--- src/rtl/psq_pkg.sv ---
// Pitch scale quantizer: shared package.
// Holds the sequencer state type, the divider and search interface structs,
// and the fixed widths and constants. No dependencies.
package psq_pkg;

   // widths fixed by the data formats
   localparam int VOLTS_W  = 16;
   localparam int FS_W     = 15;
   localparam int GAIN_W   = 16;
   localparam int MOD_W    = 6;
   localparam int COUNT_W  = 5;
   localparam int DEG_W    = 8;
   localparam int NOTE_W   = 7;
   localparam int CODE_W   = 12;
   localparam int PITCH_W  = 15;
   localparam int REM_W    = 14;
   localparam int PROD_W   = 33;
   localparam int CSR_IDX_W  = 3;
   localparam int CSR_DATA_W = 64;

   // shared restoring divider
   localparam int DVD_W  = 26;
   localparam int DIV_W  = 15;
   localparam int QUO_W  = 12;
   localparam int STEP_W = 4;

   localparam logic [PITCH_W-1:0]  PITCH_MAX    = 15'd32512;
   localparam logic signed [23:0]  PITCH_CENTER = 24'sd15360;
   localparam logic [CODE_W-1:0]   CODE_MAX     = 12'h7FF;
   localparam logic [NOTE_W-1:0]   NOTE_RESET   = 7'd60;
   localparam logic [15:0]         ROUND_HALF   = 16'd128;

   // register indexes
   localparam logic [CSR_IDX_W-1:0] REG_QUANT_EN  = 3'd0;
   localparam logic [CSR_IDX_W-1:0] REG_MODULUS   = 3'd1;
   localparam logic [CSR_IDX_W-1:0] REG_DEG_COUNT = 3'd2;
   localparam logic [CSR_IDX_W-1:0] REG_GAIN      = 3'd3;
   localparam logic [CSR_IDX_W-1:0] REG_DEG_LOW   = 3'd4;
   localparam logic [CSR_IDX_W-1:0] REG_DEG_HIGH  = 3'd5;
   localparam logic [CSR_IDX_W-1:0] REG_FULL_SCALE = 3'd6;

   typedef enum logic [2:0] {
      ST_IDLE,
      ST_MUL,
      ST_PITCH,
      ST_PASS,
      ST_DIV_WAIT,
      ST_SEARCH,
      ST_FINISH
   } state_type;

   typedef struct packed {
      logic             start;
      logic [DVD_W-1:0] dividend;
      logic [DIV_W-1:0] divisor;
   } div_req_type;

   typedef struct packed {
      logic             done;
      logic [QUO_W-1:0] quotient;
      logic [DIV_W-1:0] remainder;
   } div_rsp_type;

   typedef struct packed {
      logic             start;
      logic [REM_W-1:0] target;
   } srch_req_type;

endpackage

--- src/rtl/psq_div.sv ---
// Pitch scale quantizer: shared restoring divider, one quotient bit per cycle.
// Quotient must fit in QUO_W bits (dividend >> QUO_W below the divisor).
// Depends on psq_pkg.
module psq_div (
   input  logic                 clock,
   input  logic                 reset,
   input  psq_pkg::div_req_type req,
   output psq_pkg::div_rsp_type rsp
);

   logic                        busy_ff;
   logic                        done_ff;
   logic [psq_pkg::STEP_W-1:0]  step_ff;
   logic [psq_pkg::DIV_W-1:0]   part_ff;
   logic [psq_pkg::QUO_W-1:0]   quo_ff;
   logic [psq_pkg::DIV_W-1:0]   divisor_ff;

   logic [psq_pkg::DIV_W:0]     trial;
   logic [psq_pkg::DIV_W:0]     shifted;
   logic                        fits;

   always_comb begin
      shifted = {part_ff, quo_ff[psq_pkg::QUO_W-1]};
      trial   = shifted - {1'b0, divisor_ff};
      fits    = !trial[psq_pkg::DIV_W];
   end

   always_ff @(posedge clock) begin
      if (reset) begin
         busy_ff <= 1'b0;
         done_ff <= 1'b0;
         step_ff <= '0;
      end else begin
         done_ff <= 1'b0;
         if (req.start) begin
            busy_ff <= 1'b1;
            step_ff <= '0;
         end else if (busy_ff) begin
            if (step_ff == psq_pkg::STEP_W'(psq_pkg::QUO_W - 1)) begin
               busy_ff <= 1'b0;
               done_ff <= 1'b1;
            end
            step_ff <= step_ff + 1'b1;
         end
      end
   end

   // quotient bits shift in from the bottom as dividend bits leave the top
   always_ff @(posedge clock) begin
      if (req.start) begin
         part_ff    <= psq_pkg::DIV_W'(req.dividend[psq_pkg::DVD_W-1:psq_pkg::QUO_W]);
         quo_ff     <= req.dividend[psq_pkg::QUO_W-1:0];
         divisor_ff <= req.divisor;
      end else if (busy_ff) begin
         part_ff <= fits ? trial[psq_pkg::DIV_W-1:0] : shifted[psq_pkg::DIV_W-1:0];
         quo_ff  <= {quo_ff[psq_pkg::QUO_W-2:0], fits};
      end
   end

   assign rsp.done      = done_ff;
   assign rsp.quotient  = quo_ff;
   assign rsp.remainder = part_ff;

endmodule

--- src/rtl/psq_search.sv ---
// Pitch scale quantizer: nearest scale degree search, one degree per cycle.
// Shared compare unit; lowest index wins a tie. Depends on psq_pkg.
module psq_search #(
   parameter  int MAX_DEGREES = 16,
   localparam int CNT_W       = $clog2(MAX_DEGREES + 1)
) (
   input  logic                          clock,
   input  logic                          reset,
   input  psq_pkg::srch_req_type         req,
   input  logic [CNT_W-1:0]              count,
   input  logic [psq_pkg::MOD_W-1:0]     modulus,
   input  logic [psq_pkg::DEG_W-1:0]     degree,
   output logic [CNT_W-1:0]              index,
   output logic                          done,
   output logic [psq_pkg::REM_W-1:0]     best
);

   logic                        busy_ff;
   logic                        done_ff;
   logic [CNT_W-1:0]            idx_ff;
   logic [psq_pkg::REM_W-1:0]   target_ff;
   logic [psq_pkg::REM_W-1:0]   best_ff;
   logic [psq_pkg::REM_W-1:0]   min_err_ff;

   logic [psq_pkg::DEG_W-1:0]   deg_clip;
   logic [psq_pkg::REM_W-1:0]   deg_q;
   logic [psq_pkg::REM_W-1:0]   err;
   logic                        take;
   logic                        last;

   always_comb begin
      // degrees at or past the modulus fold to the top semitone
      if (degree >= {modulus, 2'b00}) begin
         deg_clip = {modulus - 1'b1, 2'b00};
      end else begin
         deg_clip = degree;
      end
      deg_q = {deg_clip, 6'b000000};
      err   = (target_ff > deg_q) ? (target_ff - deg_q) : (deg_q - target_ff);
      take  = (idx_ff == '0) || (err < min_err_ff);
      last  = ((idx_ff + CNT_W'(1)) == count);
   end

   always_ff @(posedge clock) begin
      if (reset) begin
         busy_ff <= 1'b0;
         done_ff <= 1'b0;
         idx_ff  <= '0;
      end else begin
         done_ff <= 1'b0;
         if (req.start) begin
            busy_ff <= 1'b1;
            idx_ff  <= '0;
         end else if (busy_ff) begin
            if (last) begin
               busy_ff <= 1'b0;
               done_ff <= 1'b1;
            end else begin
               idx_ff <= idx_ff + 1'b1;
            end
         end
      end
   end

   always_ff @(posedge clock) begin
      if (req.start) begin
         target_ff <= req.target;
      end
      if (busy_ff && take) begin
         best_ff    <= deg_q;
         min_err_ff <= err;
      end
   end

   assign index = idx_ff;
   assign done  = done_ff;
   assign best  = best_ff;

endmodule

--- src/rtl/pitch_scale_quantizer_top.sv ---
// Pitch scale quantizer: top level with configuration registers, sequencer,
// output register and per-channel last note. Uses psq_pkg, psq_div, psq_search.
//
//   channel | ports                                   | direction
//   req     | req_valid, req_stall, req_channel/volts | in, stall driven here
//   rsp     | rsp_valid, rsp_stall, rsp_is_note/...   | out, stall driven by sink
//   csr     | csr_write_enable, csr_index, csr_data   | in, write only
//
// Pass-through item: PASS, DIV_WAIT over 12 divider steps, FINISH; straight to FINISH when full scale is 0.
// Quantized item: MUL, PITCH, DIV_WAIT, then SEARCH over N = min(degree_count, MAX_DEGREES) search steps, FINISH.
// FINISH waits for a free output register to load the result; req_stall drops in the cycle after the load.
// Reset is synchronous; configuration takes its reset values, last notes go invalid.
// req_stall is high while an item is in work; a result waiting in the output
// register does not block the next transfer on req.
module pitch_scale_quantizer_top #(
   parameter int MAX_DEGREES = 16
) (
   input  logic                                clock,
   input  logic                                reset,
   input  logic                                req_valid,
   output logic                                req_stall,
   input  logic [1:0]                          req_channel,
   input  logic signed [psq_pkg::VOLTS_W-1:0]  req_volts,
   output logic                                rsp_valid,
   input  logic                                rsp_stall,
   output logic                                rsp_is_note,
   output logic [psq_pkg::NOTE_W-1:0]          rsp_note,
   output logic                                rsp_note_write,
   output logic signed [psq_pkg::CODE_W-1:0]   rsp_cv_code,
   input  logic                                csr_write_enable,
   input  logic [psq_pkg::CSR_IDX_W-1:0]       csr_index,
   input  logic [psq_pkg::CSR_DATA_W-1:0]      csr_data
);

   localparam int CNT_W  = $clog2(MAX_DEGREES + 1);
   localparam int DIDX_W = (MAX_DEGREES > 1) ? $clog2(MAX_DEGREES) : 1;

   // configuration
   logic                               quant_en_ff;
   logic [psq_pkg::MOD_W-1:0]          modulus_ff;
   logic [psq_pkg::COUNT_W-1:0]        deg_count_ff;
   logic [psq_pkg::GAIN_W-1:0]         gain_ff;
   logic [psq_pkg::DEG_W-1:0]          deg_ff [MAX_DEGREES];
   logic [psq_pkg::FS_W-1:0]           full_scale_ff;

   // item in work
   psq_pkg::state_type                 state_ff, state_in;
   logic [1:0]                         ch_ff;
   logic signed [psq_pkg::VOLTS_W-1:0] volts_ff;
   logic                               quant_ff;
   logic signed [psq_pkg::PROD_W-1:0]  prod_ff;
   logic [psq_pkg::PITCH_W-1:0]        pitch_ff;
   logic [psq_pkg::REM_W-1:0]          rem_ff;

   // last note per output
   logic [psq_pkg::NOTE_W-1:0]         last_note_ff [4];
   logic [3:0]                         last_valid_ff;

   // output register
   logic                               rsp_valid_ff;
   logic                               is_note_ff, is_note_in;
   logic [psq_pkg::NOTE_W-1:0]         note_ff, note_in;
   logic                               note_write_ff, note_write_in;
   logic [psq_pkg::CODE_W-1:0]         code_ff, code_in;

   psq_pkg::div_req_type               div_req;
   psq_pkg::div_rsp_type               div_rsp;
   psq_pkg::srch_req_type              srch_req;
   logic [CNT_W-1:0]                   srch_idx;
   logic                               srch_done;
   logic [psq_pkg::REM_W-1:0]          srch_best;
   logic [CNT_W-1:0]                   deg_n;
   logic [psq_pkg::DEG_W-1:0]          deg_sel;

   logic                               accept;
   logic                               quant_sel;
   logic                               out_free;
   logic                               out_load;
   logic signed [23:0]                 pitch_s;
   logic [psq_pkg::PITCH_W-1:0]        pitch_c;
   logic [16:0]                        v_mag;
   logic [psq_pkg::FS_W-1:0]           v_clamp;
   logic [psq_pkg::REM_W-1:0]          rem_c;
   logic [15:0]                        rebuilt;
   logic [15:0]                        rebuilt_clamp;
   logic [15:0]                        rounded;

   // ---------------- configuration registers ----------------
   always_ff @(posedge clock) begin
      if (reset) begin
         quant_en_ff   <= 1'b0;
         modulus_ff    <= 6'd12;
         deg_count_ff  <= '0;
         gain_ff       <= 16'd3072;
         full_scale_ff <= 15'd5120;
      end else if (csr_write_enable) begin
         case (csr_index)
            psq_pkg::REG_QUANT_EN:   quant_en_ff   <= csr_data[0];
            psq_pkg::REG_MODULUS:    modulus_ff    <= csr_data[psq_pkg::MOD_W-1:0];
            psq_pkg::REG_DEG_COUNT:  deg_count_ff  <= csr_data[psq_pkg::COUNT_W-1:0];
            psq_pkg::REG_GAIN:       gain_ff       <= csr_data[psq_pkg::GAIN_W-1:0];
            psq_pkg::REG_FULL_SCALE: full_scale_ff <= csr_data[psq_pkg::FS_W-1:0];
            default: ;
         endcase
      end
   end

   // degree bytes: low word holds degrees 0..7, high word 8..15
   for (genvar k = 0; k < MAX_DEGREES; k++) begin : g_deg
      localparam logic [psq_pkg::CSR_IDX_W-1:0] SRC =
         (k < 8) ? psq_pkg::REG_DEG_LOW : psq_pkg::REG_DEG_HIGH;
      localparam int LSB = (k % 8) * psq_pkg::DEG_W;
      always_ff @(posedge clock) begin
         if (reset) begin
            deg_ff[k] <= '0;
         end else if (csr_write_enable && (csr_index == SRC)) begin
            deg_ff[k] <= csr_data[LSB +: psq_pkg::DEG_W];
         end
      end
   end

   // ---------------- sequencer ----------------
   assign accept    = req_valid && !req_stall;
   assign quant_sel = req_channel[1] && quant_en_ff && (deg_count_ff != '0) &&
                      (modulus_ff != '0);
   assign out_free  = !rsp_valid_ff || !rsp_stall;

   always_comb begin
      state_in = state_ff;
      case (state_ff)
         psq_pkg::ST_IDLE: begin
            if (accept) begin
               if (quant_sel) begin
                  state_in = psq_pkg::ST_MUL;
               end else if (full_scale_ff == '0) begin
                  state_in = psq_pkg::ST_FINISH;
               end else begin
                  state_in = psq_pkg::ST_PASS;
               end
            end
         end
         psq_pkg::ST_MUL:   state_in = psq_pkg::ST_PITCH;
         psq_pkg::ST_PITCH: state_in = psq_pkg::ST_DIV_WAIT;
         psq_pkg::ST_PASS:  state_in = psq_pkg::ST_DIV_WAIT;
         psq_pkg::ST_DIV_WAIT: begin
            if (div_rsp.done) begin
               state_in = quant_ff ? psq_pkg::ST_SEARCH : psq_pkg::ST_FINISH;
            end
         end
         psq_pkg::ST_SEARCH: begin
            if (srch_done) begin
               state_in = psq_pkg::ST_FINISH;
            end
         end
         psq_pkg::ST_FINISH: begin
            if (out_free) begin
               state_in = psq_pkg::ST_IDLE;
            end
         end
         default: state_in = psq_pkg::ST_IDLE;
      endcase
   end

   always_ff @(posedge clock) begin
      if (reset) begin
         state_ff <= psq_pkg::ST_IDLE;
      end else begin
         state_ff <= state_in;
      end
   end

   // datapath feeding the shared units
   always_comb begin
      // floor(prod / 1024): arithmetic shift of the signed product
      pitch_s = 24'($signed(prod_ff[psq_pkg::PROD_W-1:10])) + psq_pkg::PITCH_CENTER;
      if (pitch_s < 0) begin
         pitch_c = '0;
      end else if (pitch_s > $signed({9'd0, psq_pkg::PITCH_MAX})) begin
         pitch_c = psq_pkg::PITCH_MAX;
      end else begin
         pitch_c = pitch_s[psq_pkg::PITCH_W-1:0];
      end

      v_mag = volts_ff[psq_pkg::VOLTS_W-1] ?
              (17'd0 - {volts_ff[psq_pkg::VOLTS_W-1], volts_ff}) : {1'b0, volts_ff};
      v_clamp = (v_mag > {2'b00, full_scale_ff}) ? full_scale_ff : v_mag[psq_pkg::FS_W-1:0];

      rem_c = {div_rsp.remainder[psq_pkg::MOD_W-1:0], pitch_ff[7:0]};
   end

   // sequencer outputs
   always_comb begin
      req_stall       = (state_ff != psq_pkg::ST_IDLE);
      div_req.start   = 1'b0;
      div_req.dividend = '0;
      div_req.divisor  = '0;
      srch_req.start  = 1'b0;
      srch_req.target = rem_c;
      out_load        = 1'b0;
      case (state_ff)
         psq_pkg::ST_PITCH: begin
            // octave = floor(pitch/256) / modulus
            div_req.start    = 1'b1;
            div_req.dividend = psq_pkg::DVD_W'(pitch_c[psq_pkg::PITCH_W-1:8]);
            div_req.divisor  = psq_pkg::DIV_W'(modulus_ff);
         end
         psq_pkg::ST_PASS: begin
            div_req.start    = 1'b1;
            div_req.dividend = {v_clamp, 11'd0};
            div_req.divisor  = full_scale_ff;
         end
         psq_pkg::ST_DIV_WAIT: begin
            srch_req.start = div_rsp.done && quant_ff;
         end
         psq_pkg::ST_FINISH: begin
            out_load = out_free;
         end
         default: ;
      endcase
   end

   // ---------------- item registers ----------------
   always_ff @(posedge clock) begin
      if (accept) begin
         ch_ff    <= req_channel;
         volts_ff <= req_volts;
         quant_ff <= quant_sel;
      end
      if (state_ff == psq_pkg::ST_MUL) begin
         prod_ff <= volts_ff * $signed({1'b0, gain_ff});
      end
      if (state_ff == psq_pkg::ST_PITCH) begin
         pitch_ff <= pitch_c;
      end
      if (srch_req.start) begin
         rem_ff <= rem_c;
      end
   end

   psq_div u_div (
      .clock (clock),
      .reset (reset),
      .req   (div_req),
      .rsp   (div_rsp)
   );

   assign deg_n   = (deg_count_ff > psq_pkg::COUNT_W'(MAX_DEGREES)) ?
                    CNT_W'(MAX_DEGREES) : CNT_W'(deg_count_ff);
   assign deg_sel = deg_ff[srch_idx[DIDX_W-1:0]];

   psq_search #(
      .MAX_DEGREES (MAX_DEGREES)
   ) u_search (
      .clock   (clock),
      .reset   (reset),
      .req     (srch_req),
      .count   (deg_n),
      .modulus (modulus_ff),
      .degree  (deg_sel),
      .index   (srch_idx),
      .done    (srch_done),
      .best    (srch_best)
   );

   // ---------------- result ----------------
   always_comb begin
      // octave * m * 256 equals pitch minus remainder
      rebuilt       = {1'b0, pitch_ff} - {2'b00, rem_ff} + {2'b00, srch_best};
      rebuilt_clamp = (rebuilt > {1'b0, psq_pkg::PITCH_MAX}) ? {1'b0, psq_pkg::PITCH_MAX}
                                                            : rebuilt;
      rounded       = rebuilt_clamp + psq_pkg::ROUND_HALF;

      is_note_in    = quant_ff;
      note_in       = '0;
      note_write_in = 1'b0;
      code_in       = '0;
      if (quant_ff) begin
         note_in       = rounded[14:8];
         note_write_in = !last_valid_ff[ch_ff] || (note_in != last_note_ff[ch_ff]);
      end else if (full_scale_ff != '0) begin
         if (volts_ff[psq_pkg::VOLTS_W-1]) begin
            code_in = '0 - div_rsp.quotient;
         end else if (div_rsp.quotient[psq_pkg::QUO_W-1]) begin
            code_in = psq_pkg::CODE_MAX;
         end else begin
            code_in = div_rsp.quotient;
         end
      end
   end

   always_ff @(posedge clock) begin
      if (reset) begin
         rsp_valid_ff <= 1'b0;
      end else if (out_load) begin
         rsp_valid_ff <= 1'b1;
      end else if (!rsp_stall) begin
         rsp_valid_ff <= 1'b0;
      end
   end

   always_ff @(posedge clock) begin
      if (out_load) begin
         is_note_ff    <= is_note_in;
         note_ff       <= note_in;
         note_write_ff <= note_write_in;
         code_ff       <= code_in;
      end
   end

   // any register write drops the last notes
   always_ff @(posedge clock) begin
      if (reset) begin
         last_valid_ff <= '0;
         for (int i = 0; i < 4; i++) begin
            last_note_ff[i] <= psq_pkg::NOTE_RESET;
         end
      end else if (csr_write_enable && (csr_index <= psq_pkg::REG_FULL_SCALE)) begin
         last_valid_ff <= '0;
      end else if (out_load && quant_ff && note_write_in) begin
         last_valid_ff[ch_ff] <= 1'b1;
         last_note_ff[ch_ff]  <= note_in;
      end
   end

   assign rsp_valid      = rsp_valid_ff;
   assign rsp_is_note    = is_note_ff;
   assign rsp_note       = note_ff;
   assign rsp_note_write = note_write_ff;
   assign rsp_cv_code    = code_ff;

endmodule
--- config.mk ---
export PLATFORM = sky130hd
export DESIGN_NAME = pitch_scale_quantizer_top
export DESIGN_NICKNAME = d
export VERILOG_FILES = /design/src/rtl/psq_pkg.sv /design/src/rtl/psq_div.sv /design/src/rtl/psq_search.sv /design/src/rtl/pitch_scale_quantizer_top.sv
export SDC_FILE = /design/constraint.sdc
export NUM_CORES = 1
export LEC_CHECK = 0
export ABC_AREA = 1
export BUFFER_PORTS_ARGS = -buffer_cell sky130_fd_sc_hd__buf_2
export CAP_MARGIN = 30
export CORE_MARGIN = 8
export CORE_UTILIZATION = 58
export CTS_CLUSTER_SIZE = 12
export DETAILED_ROUTE_END_ITERATION = 10
export PLACE_DENSITY = 0.88
export SYNTH_ARGS = -nofsm -noshare
export SYNTH_HDL_FRONTEND = slang
export SYNTH_HIERARCHICAL = 1
export SYNTH_SLANG_ARGS = --single-unit
--- constraint.sdc ---
create_clock -name clock -period 5.95 [get_ports clock]
set_clock_uncertainty 0.1 [all_clocks]
set_input_delay 0.595 -clock clock [delete_from_list [all_inputs] [get_ports clock]]
set_output_delay 0.595 -clock clock [all_outputs]
set_load 0.01 [all_outputs]
## After elaboration in Yosys (flattened, before gate mapping)

Memories as Yosys holds them, arrays and structs flattened. A register that Yosys moved wholly into a read port is not among the register bits.
Index checks and enable logic that the tools add are counted.

| storage, ports and cells | value |
|---|---|
| register bits after elaboration | 230 |
| memory bits (writable) | 156 |
| input bits | 90 |
| output and inout bits | 23 |
| memories | 2 |

| operators by class | value |
|---|---|
| add/subtract/negate cells | 12 |
| multipliers | 1 |
| order comparisons | 11 |
| equal/unequal tests | 20 |
| mux-type cells | 76 |
| bitwise gates (word level) | 21 |
| reduce and logical (&&, ||, !) cells | 45 |

Memories:

| name | depth | width | rd ports | clocked after memory_dff | write ports | RTL line | source |
|---|---|---|---|---|---|---|---|
| deg_ff | 16 | 8 | 1 | 1 | 16 | pitch_scale_quantizer_top.sv:43 | `logic [psq_pkg::DEG_W-1:0] deg_ff [MAX_DEGREES];` |
| last_note_ff | 4 | 7 | 1 | 1 | 4 | pitch_scale_quantizer_top.sv:56 | `logic [psq_pkg::NOTE_W-1:0] last_note_ff [4];` |

Operators by type and width:

| kind | number |
|---|---|
| 2-to-1 mux 8 bit | 17 |
| one-hot mux 42 bit (2 select lines) | 1 |
| 2-to-1 mux 15 bit | 5 |
| 2-to-1 mux 14 bit | 3 |
| 2-to-1 mux 12 bit | 3 |
| multiplier 16 x 17 -> 33 bit | 1 |
| 2-to-1 mux 1 bit | 28 |
| subtractor 14 bit | 2 |
| adder 23 x 15 -> 24 bit (second input constant) | 1 |
| > comparator 24 x 16 -> 1 bit (second input constant) | 1 |
| less-than comparator 24 x 1 -> 1 bit (second input constant) | 1 |
| equality test 3 bit (second input constant) | 6 |
| 2-to-1 mux 3 bit | 6 |
| one-hot mux 3 bit (6 select lines) | 1 |
| > comparator 17 x 15 -> 1 bit | 1 |
| 2-to-1 mux 17 bit | 1 |
| subtractor 1 x 16 -> 17 bit (first input constant) | 1 |
| adder 16 x 14 -> 16 bit | 1 |
| > comparator 16 x 15 -> 1 bit (second input constant) | 1 |
| bitwise OR 1 bit | 16 |
| subtractor 15 x 14 -> 16 bit | 1 |
| subtractor 16 x 15 -> 16 bit | 1 |
| adder 15 x 8 -> 15 bit (second input constant) | 1 |
| logical NOT 15 bit | 1 |
| 42 further kinds | 85 |

## Depth between registers and ports, before layout

Gate-level depths: netlist (run 1).

| depth | value |
|---|---|
| word-level depth | 15 |
| mapped depth | 38 |
| mapped depth without buffers | 34 |

## By module

The synthesis (run 1) kept the hierarchy.

Modules (own cells, without submodules):

| module | times used | cells each | area each (µm²) | sequential area each (µm²) |
|---|---|---|---|---|
| pitch_scale_quantizer_top | 1 | 2849 | 24472.2 | 8508.2 |
| psq_div | 1 | 422 | 3244.4 | 1371.3 |
| psq_search | 1 | 404 | 3216.8 | 1221.2 |

## Least setup slack after synthesis (run 1)

Ideal clock, no wire load.

| timing | value |
|---|---|
| kind | reg2reg |
| start | reg u_search.idx_ff[0], in the netlist u_search/index[0] |
| end | reg u_search.best_ff, in the netlist u_search/best[10] (enable) |
| library setup time | 0.408 ns |
| arrival time | 6.056 ns |
| data required time | 5.442 ns |
| setup slack | -0.615 ns |
| stages on the path, launching flop included | 34 |
| path buffers | 5 |
| path through | dfxtp_1 -> clkbuf_1 -> clkbuf_1 -> buf_1 -> mux2i_1 -> o211ai_1 -> o211ai_1 -> nand2_1 -> ha_1 -> a21oi_1 -> o21a_1 -> nand3_1 -> buf_2 -> nor2_1 -> ha_1 -> inv_1 -> fa_1 -> nand2_1 -> nand2_2 -> nand3_1 -> nand2_2 -> nand2_4 -> buf_6 -> nand2_1 -> nand3_1 -> nand2_1 -> ha_1 -> nand2_1 -> inv_1 -> nand3_1 -> inv_1 -> a21oi_1 -> nand2_1 -> a21oi_1 |

RTL lines:

| what | RTL line | source |
|---|---|---|
| start: declaration | psq_search.sv:20 | `logic [CNT_W-1:0] idx_ff;` |
| start signal: assignment | psq_search.sv:59 | `idx_ff <= idx_ff + 1'b1;` |
| end signal: assignment | psq_search.sv:70 | `best_ff <= deg_q;` |
| end: declaration | psq_search.sv:22 | `logic [psq_pkg::REM_W-1:0] best_ff;` |

## Worst setup path in the final report (run 1)

| timing | value |
|---|---|
| start | reg volts_ff[9] in the netlist's numbering |
| end | reg prod_ff[29] in the netlist's numbering, data pin |

| on the way | value |
|---|---|
| word-level cells in the longest chain between the ends | 1 |

Ends and longest elaborated chain:

| what | RTL line | source |
|---|---|---|
| start: declaration | pitch_scale_quantizer_top.sv:49 | `logic signed [psq_pkg::VOLTS_W-1:0] volts_ff;` |
| start signal: assignment | pitch_scale_quantizer_top.sv:226 | `volts_ff <= req_volts;` |
| multiplier 16 x 17 -> 33 bit | pitch_scale_quantizer_top.sv:230 | `prod_ff <= volts_ff * $signed({1'b0, gain_ff});` |
| end signal: assignment | pitch_scale_quantizer_top.sv:230 |  |
| end: declaration | pitch_scale_quantizer_top.sv:51 | `logic signed [psq_pkg::PROD_W-1:0] prod_ff;` |

No other way between the ends.
A chain may end at the register's enable or synchronous reset.

==> metrics.md, run 1 <==
| Metric | Value |
|---|---|
| Hold Path Sink | `volts_ff[14]` |
| Hold Path Depth | `1` |
| Io pins | `113` |
| P per Cell Area | `435.4 nW/µm²` |
| Slew HR | `between 30% and 40%` |
| Post-DP HPWL | `just under 60 mm` |
| Vias | `about 25000` |
| Fin crit share | `~99%` |
| CTS tree | `done` |
| Worst EP arrival | `6.12 ns` |
| Nets@finish | `roughly 4300` |
| CTS root buf | `clkbuf_16` |
| Data required, critical path | `6.17 ns` |
| Hold_ws | `around 0.086 ns` |
| CP max-delay cell | `fa_1` |
| R2R cell count | `30` |
| DR pass1 iterations | `6` |
| DIE AREA | `60980 µm²` |
| Initial antenna violation count | `3` |
| Mapped Cells | `~3700` |
| Worst Hold Launch | `req_volts[14]` |
| Final Hold Viols | `0` |
| CP Capture Type | `flop` |
| Max clock buf depth | `3` |
| Reg-to-Reg End | `prod_ff[29]` |
| Max Freq | `0.1693 GHz` |
| Grt total ovfl | `0` |
| Synth Area per Inst | `approximately 8.4 µm²` |
| Core Box Area | `around 53000 µm²` |
| Element type at the critical path start | `flop` |
| Top_reg_cell synth | `edfxtp_1` |
| Worst-Margin Slew | `about 0.97 ns` |
| Sequential area share after synthesis | `35.89%` |
| Top-count cell post-synth | `inv_1` |
| Asr flop ratio synth | `0%` |
| Die X-Extent | `246.9 µm` |
| Mapped cell area | `30930 µm²` |
| Vias in the first global route | `about 25000` |
| Dpl ws | `-0.001589 ns` |
| Via density | `approximately 5.6` |
| WL per Instance | `17.77 µm` |
| Slew Limit Fails | `0` |
| Crit-path max FO | `7` |
| # hold bufs at CTS | `0` |
| ANT nets after route | `0` |
| Worst skew pair latency | `0.59 ns` |
| Top cells by count, synth | `inv_1, nand2_1, edfxtp_1` |
| Largest net degree at the start of global routing | `between 60 and 70` |
| # rows | `between 80 and 90` |
| Ys Warns | `6` |
| Flop2flop setup slack | `roughly 0.042 ns` |
| H-tree depth | `2` |
| Cell mode on critical path | `fa_1` |
| EDFF count, synth | `325` |
| Top-area cell type share of the netlist area | `about a third` |
| Ratio of cells with drive above 1 in the final layout | `about 14%` |
| # port buffers | `112` |
| Post-synth top area cell | `edfxtp_1` |
| Worst Hold Class | `input port to flop` |
| Multi-input gate area | `16620 µm²` |
| Worst reg2reg path startpoint | `volts_ff[9]` |
| Max Cap Viol | `0` |
| Slowest stage delay, CP | `between 0.5 and 0.6 ns` |
| Fillers | `3844` |
| Synth area leaders | `edfxtp_1, fa_1, inv_1` |
| Final setup fails | `0` |
| Crit path kind | `flop to flop` |
| Status | `finished, final reports clean` |
| FF+latch count, synth | `slightly below 400` |
| Global-route wire length before repair | `125.0 mm` |
| Clock transition at path regs | `around 0.060 ns` |
| Peak VDD IR | `slightly below 0.5 mV` |
| Register area | `11120 µm²` |
| Area Overhead vs Synth | `12.73%` |
| Worst setup margin | `around 0.042 ns` |
| Gr usage total | `approximately 26%` |
| CTS sink count | `just under 400` |
| Starting density of the core | `approximately three fifths` |
| Netlist cell types | `68` |
| Final WL | `slightly above 80 mm` |
| Drt drc | `0` |
| Unrepaired setup endpoints after global routing | `yes` |
| Inserted Clock Buffers | `45` |
| Crit path time final | `~5.9 ns` |
| Lkg Pwr | `17.13 nW` |
| Die H | `246.9 µm` |
| Final GP Congestion | `between 0.9 and 1` |
| Initial DRC Count | `around 2600` |
metrics by stage:
stage          cell area (µm²)  instances  power (W)   TNS (ns)  util [%]
2_1_floorplan            31020       3683   0.009496          0         -
3_3_place_gp             32610       4439    0.01125          0     61.92
3_5_place_dp             32670       4443    0.01158  -0.001589     62.04
4_1_cts                  34160       4532    0.01434          0     64.88
5_1_grt                  34870       4561    0.01623     -1.884     66.22
6_report                 34870       4561    0.01518          0     66.22
cells by family (layout without fill, tap and decap cells):
kind of cell | after synthesis | after routing | synth area share (%)
and+or+nand+nor | 1369 | 1369 | 19.35
AOI/OAI and AO/OA | 424 | 424 | 7.823
muxes | 32 | 32 | 1.035
buffers and inverters | 973 | 1160 | 12.05
other | 2 | 13 | 0.02428
adders and majority gates | 417 | 417 | 21.94
DFF | 392 | 392 | 35.89
xor gates and xnor gates | 66 | 66 | 1.893
metal layers:
layer	wire (µm)	share of wire, %	vias to the layer above	track usage, %
li1	-	-	11860	-
met4	4821	5.9	0	14.36
met2	39470	49	1221	43.15
met1	30500	38	11960	31.21
met5	0	0	-	0
met3	6272	7.7	289	3.571
how the worst max path moves through the flow:
stage	start	cells past startpoint	end	slack (ns)
after detailed placement	volts_ff[6]	24	prod_ff[32]	-0.002
after global routing	volts_ff[9]	30	prod_ff[29]	-0.20
final	volts_ff[9]	30	prod_ff[29]	0.04
after CTS	volts_ff[9]	28	prod_ff[29]	0.009
after global placement	volts_ff[6]	28	prod_ff[29]	0.12
after floorplan	volts_ff[15]	22	prod_ff[32]	0.001
state kept, by name, indices dropped and copies added (netlist names), 5 cells and up, named ones only:
name / cells
deg_ff: 128
last_note_ff: 28
prod_ff: 23
gain_ff: 16
volts_ff: 16
full_scale_ff: 15
pitch_ff: 15
u_div/divisor_ff: 15
u_div/part_ff: 15
rem_ff: 14
u_search/min_err_ff: 14
u_search/target_ff: 14
rsp_cv_code: 12
u_div/quo_ff: 12
u_search/best: 8
rsp_note: 7
modulus_ff: 6
deg_count_ff: 5
u_search/index: 5
worst max-delay path, delay by kind of cell, from the launching register on:
family / cells / cell delay [ns]
compound gates: 1 / 0.18
fa+ha+maj: 7 / 3.04
simple gates: 13 / 1.09
xor+xnor: 1 / 0.07
flops: 1 / 0.41
buf+inv: 8 / 0.75
placed cells by master, fill, tap and decap left out, types with 7 or more instances in the layout:
| cell type | n |
|---|---|
| inv_1 | 801 |
| nand2_1 | 693 |
| edfxtp_1 | 325 |
| nor2_1 | 315 |
| fa_1 | 204 |
| ha_1 | 192 |
| a21oi_1 | 158 |
| nand3_1 | 130 |
| o21ai_0 | 127 |
| buf_2 | 113 |
| buf_4 | 107 |
| dfxtp_1 | 60 |
| nand2_2 | 59 |
| clkbuf_16 | 49 |
| o211ai_1 | 42 |
| xor2_1 | 40 |
| nand4_1 | 38 |
| mux2i_1 | 31 |
| inv_2 | 28 |
| xnor2_1 | 25 |
| nor3_1 | 24 |
| a211oi_1 | 20 |
| nor2_2 | 19 |
| nand3_2 | 17 |
| or2_2 | 16 |
| ha_4 | 16 |
| clkbuf_1 | 16 |
| buf_6 | 14 |
| o21ai_1 | 12 |
| o22ai_1 | 11 |
| nand2_4 | 10 |
| a21oi_2 | 10 |
| nor4_1 | 10 |
| conb_1 | 10 |
| nor2_4 | 8 |
| o21ai_2 | 7 |
| nand3b_1 | 7 |
| clkinv_1 | 7 |
where the power goes:
part,internal [W],switching (W),total (W)
sequential,0.00370,0.000324,0.00402
clock,0.00155,0.00115,0.00270
combinational,0.00328,0.00517,0.00845
total,0.00854,0.00664,0.0152
layout make-up:
cell class / count / share of cell area (%)
multi-input cells: 2318 / 47.66
flip-flops and latches: 392 / 31.88
inverters: 834 / 8.985
repair buffers: 242 / 4.858
clock buffers: 66 / 3.663
well taps: 688 / 2.469
clock inverters: 18 / 0.4593
diodes: 3 / 0.02153
timing repair:
action	CTS	global route
setup buffers	5	22
pin swaps	5	68
gates cloned	0	4
gates resized for setup	7	120
endpoints found under the hold margin	0	0
endpoints found under the setup margin	27	35
(Power assumes the default switching activity.)
==> inputs of run 2 (changes only) <==
--- a/config.mk
+++ b/config.mk
@@ -6,7 +6,7 @@
 export NUM_CORES = 1
 export LEC_CHECK = 0
 export ABC_AREA = 1
-export BUFFER_PORTS_ARGS = -buffer_cell sky130_fd_sc_hd__buf_2
+export BUFFER_PORTS_ARGS = -buffer_cell sky130_fd_sc_hd__buf_4
 export CAP_MARGIN = 30
 export CORE_MARGIN = 8
 export CORE_UTILIZATION = 58
==> run 2 against run 1 <==
Compared with the run above: the flow now finishes with violations (setup timing); count of clock-buffer cells in the layout up 1; core utilization down 0.14 points; die area unchanged; sequential cell count unchanged; critical path type unchanged; via count about the same; largest power group unchanged.
==> metrics.md, run 2 (synthesized netlist as in run 1, its figures left out) <==
| Metric | Value |
|---|---|
| Core Box Area | `52660 µm²` |
| Grt total ovfl | `0` |
| Lkg Pwr | `around 17 nW` |
| Final Non-Filler Cells | `4541` |
| Slew Limit Fails | `0` |
| Multi-input gate area | `16420 µm²` |
| Vias | `~25000` |
| Final GP Congestion | `~0.96` |
| Initial DRC Count | `around 2700` |
| CTS tree | `done` |
| Fillers | `3772` |
| Ratio of cells with drive above 1 in the final layout | `between 10% and 20%` |
| Largest register FFs | `approximately 130` |
| Status | `finished, violations left` |
| Inserted Clock Buffers | `43` |
| DR pass1 iterations | `6` |
| # rows | `between 80 and 90` |
| Post-DP HPWL | `59.42 mm` |
| Max Cap Viol | `0` |
| Crit path kind | `flop to flop` |
| Dpl ws | `-0.05807 ns` |
| CTS sink count | `roughly 400` |
| Peak VDD IR | `between 0.5 and 0.6 mV` |
| Drt drc | `0` |
| Most frequent cells in the layout | `inv_1, nand2_1, edfxtp_1` |
| Final WL | `about 81 mm` |
| Worst Hold Class | `input port to flop` |
| Worst-Margin Slew | `between 1 and 1.5 ns` |
| Slowest stage delay, CP | `about 0.54 ns` |
| Unrepaired setup endpoints after global routing | `yes` |
| Worst reg2reg path startpoint | `gain_ff[6]` |
| Worst EP arrival | `6.26 ns` |
| Crit. Startpoint | `gain_ff[6]` |
| Data required, critical path | `between 6 and 7 ns` |
| P per Cell Area | `roughly 430 nW/µm²` |
| Register area | `approximately 11000 µm²` |
| Slew HR | `32.72%` |
| Global-route wire length before repair | `roughly 130 mm` |
| Cell mode on critical path | `fa_1` |
| Max Freq | `0.1659 GHz` |
| DIE AREA | `60980 µm²` |
| Via density | `about 5.6` |
| Worst skew pair latency | `0.58 ns` |
| Hold_ws | `about 0.088 ns` |
| H-tree depth | `2` |
| Initial antenna violation count | `2` |
| CP max-delay cell | `fa_1` |
| Final setup fails | `7` |
| CTS root buf | `clkbuf_16` |
| Final Hold Viols | `0` |
| CP Capture Type | `flop` |
| Crit-path max FO | `12` |
| Largest register by flop count | `deg_ff` |
| Element type at the critical path start | `flop` |
| Clock transition at path regs | `approximately 0.07 ns` |
| Failing checks | `setup timing` |
| Crit path time final | `~6 ns` |
| Commonest non-fill, non-tap cell in the layout | `inv_1` |
| Vias in the first global route | `around 25000` |
| Max clock buf depth | `3` |
| Worst Hold Launch | `req_volts[6]` |
| Nets@finish | `about 4300` |
| Io pins | `113` |
| Die H | `approximately 250 µm` |
| WL per Instance | `17.74 µm` |
| Die X-Extent | `roughly 250 µm` |
| Gr usage total | `between 20% and 30%` |
| Fin crit share | `101.3%` |
| Starting density of the core | `58.75%` |
| Area Overhead vs Synth | `12.49%` |
| ANT nets after route | `0` |
| # port buffers | `~110` |
| Worst setup margin | `-0.07894 ns` |
| Largest net degree at the start of global routing | `65` |
| Cell count after placement | `roughly 4400` |
| Regs by FF count | `deg_ff x128, last_note_ff x28, prod_ff x23` |
-- run 2: cell count changes in the layout (fill, tap and decap cells not counted), sizes merged --
cell	delta
buf	-12
clkinvlp	+2
bufinv	+2
clkbuf	-1
inv	-4
clkinv	-5
diode	-2
-- run 2: area by class of cell --
cell class / instances / area share, %
diodes: 1 / 0.007191
inverters: 834 / 9.003
multi-input cells: 2318 / 47.20
well taps: 688 / 2.474
flip-flops and latches: 392 / 31.95
repair buffers: 228 / 5.357
clock buffers: 67 / 3.556
clock inverters: 13 / 0.4530
-- run 2: power breakdown --
group / total, W / internal, W / switching [W]
sequential: 0.00401 / 0.00370 / 0.000310
combinational: 0.00821 / 0.00319 / 0.00502
clock: 0.00267 / 0.00156 / 0.00110
-- run 2: timing repair --
item	CTS	global route
hold buffers	0	0
endpoints found under the setup margin	7	36
buffers inserted	1	18
resized for setup	3	84
pin swaps	4	40
-- run 2: path summary, 6_finish.rpt --
path / slack, ns / depth (start not counted) / end
setup / recovery: -0.08 / 28 / prod_ff[29]
hold / removal: 0.09 / 1 / volts_ff[6]
hold reg to reg: 0.36 / 0 / u_search/min_err_ff[0]
setup reg to reg: -0.08 / 28 / prod_ff[29]
-- run 2: stage by stage --
stage                     TNS [ns]  total power, W  utilization, %  area (µm²)
after floorplan                  0        0.009496               -       31020
after global placement           0         0.01126           62.46       32890
after detailed placement   -0.1531         0.01158           62.58       32950
after CTS                        0         0.01430           65.26       34360
after global routing        -4.561         0.01599           66.08       34800
final                      -0.2177         0.01489           66.09       34800
-- run 2: critical path: cells and delay by family (launching register included) --
family / cells / cell delay [ns]
adders and majority gates: 7 / 3.15
and+or+nand+nor: 12 / 0.91
buffers and inverters: 6 / 0.74
DFF: 1 / 0.47
AOI/OAI and AO/OA: 2 / 0.25
xor gates and xnor gates: 1 / 0.17
-- run 2: layer usage --
| layer | GRT usage, % | wire, µm | vias to the layer above |
|---|---|---|---|
| met5 | 0 | 10 | - |
| met4 | 13.89 | 4754 | 2 |
| met3 | 3.852 | 6702 | 325 |
| met2 | 44.38 | 39650 | 1290 |
| met1 | 30.42 | 29430 | 11910 |
| li1 | - | - | 11820 |
